## src/rtl/core/dmdr_pkg.sv

```systemverilog
// Shared types and constants for the DoP marker decoder.
// Used by the front, queue, back, top level and checker; no dependencies.
`default_nettype none

package dmdr_pkg;

  localparam int unsigned MaxChannelsDefault = 8;
  localparam int unsigned CfgIdxW  = 2;
  localparam int unsigned CfgDataW = 8;
  localparam int unsigned InDataW  = 24;
  localparam int unsigned OutDataW = 40;
  localparam int unsigned CountW   = 16;

  // Output tdata bit positions
  localparam int unsigned OutEarlyLsb = 0;
  localparam int unsigned OutLateLsb  = 8;
  localparam int unsigned OutChanLsb  = 16;
  localparam int unsigned OutGoodBit  = 19;
  localparam int unsigned OutLockBit  = 20;
  localparam int unsigned OutCountLsb = 21;

  typedef enum logic [CfgIdxW-1:0] {
    CfgChannelCount = 2'd0,
    CfgMarkerEven   = 2'd1,
    CfgMarkerOdd    = 2'd2
  } cfg_reg_e;

  // Word classified by the front, consumed by the back
  typedef struct packed {
    logic [7:0] dsd_early;
    logic [7:0] dsd_late;
    logic [2:0] channel_index;
    logic       frame_start;
    logic       marker_ok;
    logic       end_of_block;
  } item_t;

  // Result word held in the back output register
  typedef struct packed {
    logic [7:0]        dsd_early;
    logic [7:0]        dsd_late;
    logic [2:0]        channel_index;
    logic              frame_good;
    logic              lock_state;
    logic [CountW-1:0] good_frames;
    logic              block_done;
  } result_t;

endpackage

`default_nettype wire

```

## src/rtl/core/dmdr_front.sv

```systemverilog
// Front end: configuration registers, frame position tracking and marker check.
// Depends on dmdr_pkg.
`default_nettype none

module dmdr_front #(
  parameter int unsigned MaxChannels = dmdr_pkg::MaxChannelsDefault
) (
  input  wire logic                          clk_i,
  input  wire logic                          rst_ni,
  input  wire logic                          cfg_valid_i,
  output logic                               cfg_ready_o,
  input  wire logic [dmdr_pkg::CfgIdxW-1:0]  cfg_index_i,
  input  wire logic [dmdr_pkg::CfgDataW-1:0] cfg_data_i,
  input  wire logic                          in_valid_i,
  output logic                               in_ready_o,
  input  wire logic [dmdr_pkg::InDataW-1:0]  in_sample_i,
  input  wire logic                          in_last_i,
  output logic                               push_o,
  output dmdr_pkg::item_t                    item_o,
  input  wire logic                          full_i
);

  localparam int unsigned PosW = (MaxChannels > 1) ? $clog2(MaxChannels) : 1;
  localparam int unsigned CmpW = (PosW + 1 > 4) ? PosW + 1 : 4;

  logic [3:0]      chan_count_q;
  logic [7:0]      marker_even_q;
  logic [7:0]      marker_odd_q;
  logic            parity_q, parity_d;
  logic [PosW-1:0] pos_q, pos_d;

  logic [CmpW-1:0] nch;
  logic [CmpW-1:0] cc_ext;
  logic [CmpW-1:0] pos_ext;
  logic [CmpW-1:0] pos_inc;
  logic [7:0]      got;
  logic [7:0]      want;
  logic [7:0]      alt;
  logic            accept;
  logic            start;
  logic            ok;

  assign cfg_ready_o = 1'b1;
  assign in_ready_o  = ~full_i;
  assign accept      = in_valid_i & ~full_i;
  assign push_o      = accept;

  always_ff @(posedge clk_i or negedge rst_ni) begin
    if (!rst_ni) begin
      chan_count_q  <= 4'd2;
      marker_even_q <= 8'd5;
      marker_odd_q  <= 8'd250;
    end else if (cfg_valid_i) begin
      case (dmdr_pkg::cfg_reg_e'(cfg_index_i))
        dmdr_pkg::CfgChannelCount: chan_count_q  <= cfg_data_i[3:0];
        dmdr_pkg::CfgMarkerEven:   marker_even_q <= cfg_data_i;
        dmdr_pkg::CfgMarkerOdd:    marker_odd_q  <= cfg_data_i;
        default: ;
      endcase
    end
  end

  always_comb begin
    cc_ext = CmpW'(chan_count_q);
    if (cc_ext == '0) begin
      nch = CmpW'(1);
    end else if (cc_ext > CmpW'(MaxChannels)) begin
      nch = CmpW'(MaxChannels);
    end else begin
      nch = cc_ext;
    end
    // a stale position past a reduced channel count restarts the frame
    pos_ext = (CmpW'(pos_q) >= nch) ? '0 : CmpW'(pos_q);
    pos_inc = pos_ext + CmpW'(1);
    start   = (pos_ext == '0);

    got  = in_sample_i[23:16];
    want = parity_q ? marker_odd_q : marker_even_q;
    alt  = parity_q ? marker_even_q : marker_odd_q;
    ok   = (got == want) | (got == alt);

    parity_d = parity_q;
    if (start && got != alt) begin
      parity_d = ~parity_q;
    end
    if (start && got == want) begin
      parity_d = ~parity_q;
    end

    if (in_last_i || pos_inc >= nch) begin
      pos_d = '0;
    end else begin
      pos_d = PosW'(pos_inc);
    end

    item_o.dsd_early     = in_sample_i[15:8];
    item_o.dsd_late      = in_sample_i[7:0];
    item_o.channel_index = pos_ext[2:0];
    item_o.frame_start   = start;
    item_o.marker_ok     = ok;
    item_o.end_of_block  = in_last_i;
  end

  always_ff @(posedge clk_i or negedge rst_ni) begin
    if (!rst_ni) begin
      parity_q <= 1'b0;
      pos_q    <= '0;
    end else if (accept) begin
      parity_q <= parity_d;
      pos_q    <= pos_d;
    end
  end

endmodule

`default_nettype wire

```

## src/rtl/core/dmdr_queue.sv

```systemverilog
// Two-entry queue between front and back halves.
// Depends on dmdr_pkg.
`default_nettype none

module dmdr_queue (
  input  wire logic            clk_i,
  input  wire logic            rst_ni,
  input  wire logic            push_i,
  input  wire dmdr_pkg::item_t item_i,
  output logic                 full_o,
  input  wire logic            pop_i,
  output dmdr_pkg::item_t      item_o,
  output logic                 empty_o
);

  dmdr_pkg::item_t mem_q [2];
  logic            wr_ptr_q;
  logic            rd_ptr_q;
  logic [1:0]      count_q;

  assign full_o  = (count_q == 2'd2);
  assign empty_o = (count_q == 2'd0);
  assign item_o  = mem_q[rd_ptr_q];

  always_ff @(posedge clk_i) begin
    if (push_i) begin
      mem_q[wr_ptr_q] <= item_i;
    end
  end

  always_ff @(posedge clk_i or negedge rst_ni) begin
    if (!rst_ni) begin
      wr_ptr_q <= 1'b0;
      rd_ptr_q <= 1'b0;
      count_q  <= 2'd0;
    end else begin
      if (push_i) begin
        wr_ptr_q <= ~wr_ptr_q;
      end
      if (pop_i) begin
        rd_ptr_q <= ~rd_ptr_q;
      end
      case ({push_i, pop_i})
        2'b10:   count_q <= count_q + 2'd1;
        2'b01:   count_q <= count_q - 2'd1;
        default: count_q <= count_q;
      endcase
    end
  end

endmodule

`default_nettype wire

```

## src/rtl/core/dmdr_back.sv

```systemverilog
// Back end: frame status, lock flag, per-block good-frame count, output register.
// Depends on dmdr_pkg.
`default_nettype none

module dmdr_back (
  input  wire logic            clk_i,
  input  wire logic            rst_ni,
  input  wire dmdr_pkg::item_t item_i,
  input  wire logic            empty_i,
  output logic                 pop_o,
  output logic                 out_valid_o,
  input  wire logic            out_ready_i,
  output dmdr_pkg::result_t    result_o
);

  logic                        frame_good_q, frame_good_d;
  logic                        lock_q, lock_d;
  logic [dmdr_pkg::CountW-1:0] count_q, count_d, count_out;
  logic                        valid_q;
  dmdr_pkg::result_t           result_q, result_d;

  // advance when the output register is free or being drained
  assign pop_o       = ~empty_i & (~valid_q | out_ready_i);
  assign out_valid_o = valid_q;
  assign result_o    = result_q;

  always_comb begin
    frame_good_d = frame_good_q;
    lock_d       = lock_q;
    count_out    = count_q;
    if (item_i.frame_start) begin
      frame_good_d = item_i.marker_ok;
      if (item_i.marker_ok) begin
        lock_d = 1'b1;
        if (count_q != '1) begin
          count_out = count_q + dmdr_pkg::CountW'(1);
        end
      end
    end
    count_d = item_i.end_of_block ? '0 : count_out;

    result_d.dsd_early     = item_i.dsd_early;
    result_d.dsd_late      = item_i.dsd_late;
    result_d.channel_index = item_i.channel_index;
    result_d.frame_good    = frame_good_d;
    result_d.lock_state    = lock_d;
    result_d.good_frames   = count_out;
    result_d.block_done    = item_i.end_of_block;
  end

  always_ff @(posedge clk_i or negedge rst_ni) begin
    if (!rst_ni) begin
      frame_good_q <= 1'b0;
      lock_q       <= 1'b0;
      count_q      <= '0;
      valid_q      <= 1'b0;
    end else begin
      if (pop_o) begin
        frame_good_q <= frame_good_d;
        lock_q       <= lock_d;
        count_q      <= count_d;
        valid_q      <= 1'b1;
      end else if (out_ready_i) begin
        valid_q <= 1'b0;
      end
    end
  end

  always_ff @(posedge clk_i) begin
    if (pop_o) begin
      result_q <= result_d;
    end
  end

endmodule

`default_nettype wire

```

## src/rtl/core/dop_marker_decoder_resync.sv

```systemverilog
// DoP marker decoder with one-frame resync: top level.
// Path: an accepted input word is written into the queue, then into the output register.
// Throughput: one word per cycle while the output is not stalled; a two-entry queue plus the
// output register absorb a stalled output for two more words before s_axis_tready drops.
// Reset (rst_ni, async, active low): queue empty, parity even, lock and count
// clear, channel_count 2, markers 0x05 / 0xFA.
// Depends on dmdr_pkg, dmdr_front, dmdr_queue, dmdr_back.
`default_nettype none

module dop_marker_decoder_resync #(
  parameter int unsigned MaxChannels = dmdr_pkg::MaxChannelsDefault
) (
  input  wire logic                           clk_i,
  input  wire logic                           rst_ni,
  input  wire logic                           cfg_valid_i,
  output logic                                cfg_ready_o,
  input  wire logic [dmdr_pkg::CfgIdxW-1:0]   cfg_index_i,
  input  wire logic [dmdr_pkg::CfgDataW-1:0]  cfg_data_i,
  input  wire logic                           s_axis_tvalid,
  output logic                                s_axis_tready,
  // [23:0] l24_sample
  input  wire logic [dmdr_pkg::InDataW-1:0]   s_axis_tdata,
  // end_of_block
  input  wire logic                           s_axis_tlast,
  output logic                                m_axis_tvalid,
  input  wire logic                           m_axis_tready,
  // [7:0] dsd_early, [15:8] dsd_late, [18:16] channel_index, [19] frame_good,
  // [20] lock_state, [36:21] good_frames, [39:37] zero
  output logic [dmdr_pkg::OutDataW-1:0]       m_axis_tdata,
  // block_done
  output logic                                m_axis_tlast
);

  dmdr_pkg::item_t   front_item;
  dmdr_pkg::item_t   queue_item;
  dmdr_pkg::result_t result;
  logic              push;
  logic              pop;
  logic              full;
  logic              empty;

  dmdr_front #(
    .MaxChannels(MaxChannels)
  ) u_front (
    .clk_i       (clk_i),
    .rst_ni      (rst_ni),
    .cfg_valid_i (cfg_valid_i),
    .cfg_ready_o (cfg_ready_o),
    .cfg_index_i (cfg_index_i),
    .cfg_data_i  (cfg_data_i),
    .in_valid_i  (s_axis_tvalid),
    .in_ready_o  (s_axis_tready),
    .in_sample_i (s_axis_tdata),
    .in_last_i   (s_axis_tlast),
    .push_o      (push),
    .item_o      (front_item),
    .full_i      (full)
  );

  dmdr_queue u_queue (
    .clk_i   (clk_i),
    .rst_ni  (rst_ni),
    .push_i  (push),
    .item_i  (front_item),
    .full_o  (full),
    .pop_i   (pop),
    .item_o  (queue_item),
    .empty_o (empty)
  );

  dmdr_back u_back (
    .clk_i       (clk_i),
    .rst_ni      (rst_ni),
    .item_i      (queue_item),
    .empty_i     (empty),
    .pop_o       (pop),
    .out_valid_o (m_axis_tvalid),
    .out_ready_i (m_axis_tready),
    .result_o    (result)
  );

  assign m_axis_tdata = {3'b000, result.good_frames, result.lock_state, result.frame_good,
                         result.channel_index, result.dsd_late, result.dsd_early};
  assign m_axis_tlast = result.block_done;

endmodule

`default_nettype wire

```

## config.mk

```make
export PLATFORM = sky130hd
export DESIGN_NAME = dop_marker_decoder_resync
export DESIGN_NICKNAME = d
export VERILOG_FILES = /design/src/rtl/core/dmdr_pkg.sv /design/src/rtl/core/dmdr_front.sv /design/src/rtl/core/dmdr_queue.sv /design/src/rtl/core/dmdr_back.sv /design/src/rtl/core/dop_marker_decoder_resync.sv
export SDC_FILE = /design/constraint.sdc
export NUM_CORES = 1
export LEC_CHECK = 0
export BUFFER_PORTS_ARGS = -buffer_cell sky130_fd_sc_hd__buf_2
export CORE_MARGIN = 1
export CORE_UTILIZATION = 25
export DETAILED_ROUTE_END_ITERATION = 8
export PLACE_DENSITY = 0.37
export SLEW_MARGIN = 40
export SYNTH_ARGS = -nofsm -noshare
export SYNTH_HDL_FRONTEND = slang
export SYNTH_SLANG_ARGS = --single-unit
```

## constraint.sdc

```tcl
create_clock -name clk_i -period 4 [get_ports clk_i]
set_input_delay 0.2 -clock clk_i [delete_from_list [all_inputs] [get_ports clk_i]]
set_output_delay 0.2 -clock clk_i [all_outputs]
set_load 0.01 [all_outputs]
```

==> impl_metrics.ini <==
[die]
core_region_area_um2 = 22100
ioPinCount = 84
die_h_um = 153
die-area_um2 = 23500
dieWidth_um = 153
initial_core_util = 0.259
rows = 54

[flow_run]
drv_cap = 0

[finish]
layout_commonest_cell = edfxtp_1
drive_gt1_frac = 0.344
synthToLayoutAreaGrowth_pct = 26.3
final_util = 0.327
final_cell_mix = edfxtp_1, buf_2, mux2_2, dfrtp_1, nand2_1
nFillCells = 2180
final_nets = 562

[placement]
gp_congestion = 0.749
dp_hpwl_um = 7980
io_buffers = 79

[synthesis]
yosysWarnings = 0
ys_seq_elements = 129
synthCells = 402
syn_area_um2 = 5720
async_flop_share = 0.364
synth_flop_cell = edfxtp_1
ys_types = 60
synth_edf_count = 82
avgSynthCellArea_um2 = 14.2
yosysSeqAreaShare = 0.638

[cts]
cts_buffer_depth = 2
cts_tree = yes
post-cts-setup-buffers = 0
cts_buffers = 17
cts_resized = 0
clock_sinks = 129
path_clk_slew_ns = 0.06
htree_levels = 4
cts-root-buf = clkbuf_16
insertion_delay_ns = 0.41

[sta]
maxSlewViolCount = 0
final.setup.tns_ns = 0
period_needed_ns = 3.57
finalCritPeriodShare = 0.894
tightest_slew_ns = 0.664
slew_headroom = 0.556
setup_viol = 0
max_freq_ghz = 0.280
hold_violations = 0
rsz0062_at_grt = false
clock_skew_ns = 0.0105

[power]
p_leak_nw = 2.93
peakVddDrop_mv = 0.256
p_per_area_nw_per_um2 = 695

[critical_path]
startpoint_type = flip-flop
crit_required_ns = 4.35
cp-end-kind = flip-flop
cp.arrival_ns = 3.92
crit_type = reg -> reg
r2r_setup_slack_ns = 0.43
crit_fanout = 4

[global_route]
grt_usage = 0.108
grt_antenna_before_repair = 0
grt.overflow.total = 0
grt_max_degree = 48
grt_pass1_wl_um = 19300
grt_pass1_vias = 3553

[detailed_routing]
ant_nets = 0
wirelength_um = 12000
num_vias = 3501
vias_per_cell = 4.35
drtPass1Iterations = 4
drcViolationCount = 0
drt-initial-drc-count = 139
wl_per_cell_um = 14.9

[outcome]
outcome = complete, no violations

[min_path]
hold_class = in -> reg
==> critical path: stages, from the launching register on <==
cell,delay [ns]
dfstp_2,0.54
nor2_1,0.04
nor2_1,0.09
nor2_1,0.07
ha_1,0.26
nand2b_1,0.14
a21oi_1,0.14
nor2b_1,0.07
o21ai_0,0.26
nand2_1,0.14
ha_1,0.33
ha_1,0.28
a21o_1,0.16
a21o_1,0.18
a2111oi_2,0.51
and3_1,0.22
a221o_1,0.10
==> where the power goes <==
group	internal, W	total (W)	switching [W]
Sequential	0.00190	0.00208	0.000179
Clock	0.00100	0.00163	0.000633
Combinational	0.000565	0.00131	0.000746
==> worst paths after layout <==
path,startpoint,endpoint,cells after the start
min in group asynchronous,rst_ni,u_front.marker_odd_q[0],3
worst min register to register,u_back.lock_q,u_back.lock_q,1
worst min-delay path,cfg_data_i[6],u_front.marker_even_q[6],2
worst max-delay path,u_front.cc_ext[1],u_front.pos_q[2],16
worst max register to register,u_front.cc_ext[1],u_front.pos_q[2],16
max in group asynchronous,rst_ni,u_front.parity_q,3
==> layout make-up <==
cell class,instances,area [um^2],share of cell area
Clock buffer,17,425,0.0589
Tap cell,280,350,0.0485
Antenna cell,1,2.50,0.000346
Sequential cell,129,3650,0.505
Timing Repair Buffer,102,611,0.0845
Inverter,10,37.5,0.00520
Multi-Input combinational cell,251,1950,0.270
Clock inverter,15,196,0.0272
==> stage by stage <==
stage	hold slack, ns	power (W)	cell area, um^2	cells	worst slack, ns
final	0.0288	0.00502	7220	805	0.426
after global routing	0.00891	0.00534	7220	804	0.155
after CTS	0.00951	0.00512	7220	804	0.408
after detailed placement	0.366	0.00344	6430	755	0.438
after global placement	0.371	0.00342	6430	755	0.519
after floorplan	-0.0956	0.00297	5730	404	0.757
==> synthesized netlist by cell type, drive strengths merged, types with 3 or more instances <==
| master | instances | share of area |
|---|---|---|
| edfxtp | 82 | 0.43 |
| mux2 | 39 | 0.077 |
| dfrtp | 38 | 0.17 |
| nand2 | 28 | 0.018 |
| xnor2 | 20 | 0.031 |
| o21ai | 19 | 0.017 |
| mux2i | 18 | 0.032 |
| nor2 | 16 | 0.011 |
| xor2 | 16 | 0.025 |
| a21oi | 11 | 0.010 |
| ha | 11 | 0.024 |
| dfstp | 9 | 0.041 |
| inv | 9 | 0.0059 |
| nand3 | 9 | 0.0088 |
| buf | 8 | 0.011 |
| and3 | 6 | 0.0070 |
| clkbuf | 6 | 0.0044 |
| a22o | 5 | 0.0077 |
| nand2b | 5 | 0.0055 |
| o31ai | 4 | 0.0053 |
| a31oi | 3 | 0.0033 |
| nand3b | 3 | 0.0039 |
| nand4 | 3 | 0.0044 |
==> per-layer routing <==
layer | global-route usage | part of all wire
met1 | 0.128 | 0.45
met2 | 0.180 | 0.49
met3 | 0.0363 | 0.044
met4 | 0.0418 | 0.012
met5 | 0 | 0
==> cell families (layout without fill, tap and decap cells) <==
kind of cell	Yosys count	in the layout	share of synthesized area
xor+xnor	36	36	0.0551
simple gates	85	85	0.0775
mux	57	57	0.108
buf+inv	24	144	0.0223
compound gates	58	58	0.0731
other cells	2	5	0.00131
flops	129	129	0.638
fa+ha+maj	11	11	0.0241
==> timing repair <==
action | 4_1_cts | 5_1_grt
endpoints found under the setup margin | 0 | 0
endpoints found under the hold margin | 70 | 0
hold buffers | 17 | 0
==> registers in the layout (all words and copies together), names as in the netlist <==
register               flops
u_back.result_o           38
u_back.count_q            16
u_queue.mem_q             44
u_queue.wr_ptr_q           1
u_front.pos_q              3
u_back.lock_q              1
u_back.out_valid_o         1
u_queue.count_q            2
u_front.marker_odd_q       8
u_front.marker_even_q      8
u_front.parity_q           1
u_front.cc_ext             4
u_back.frame_good_q        1
u_queue.rd_ptr_q           1
No activity file was read; power rests on OpenSTA's default activity.
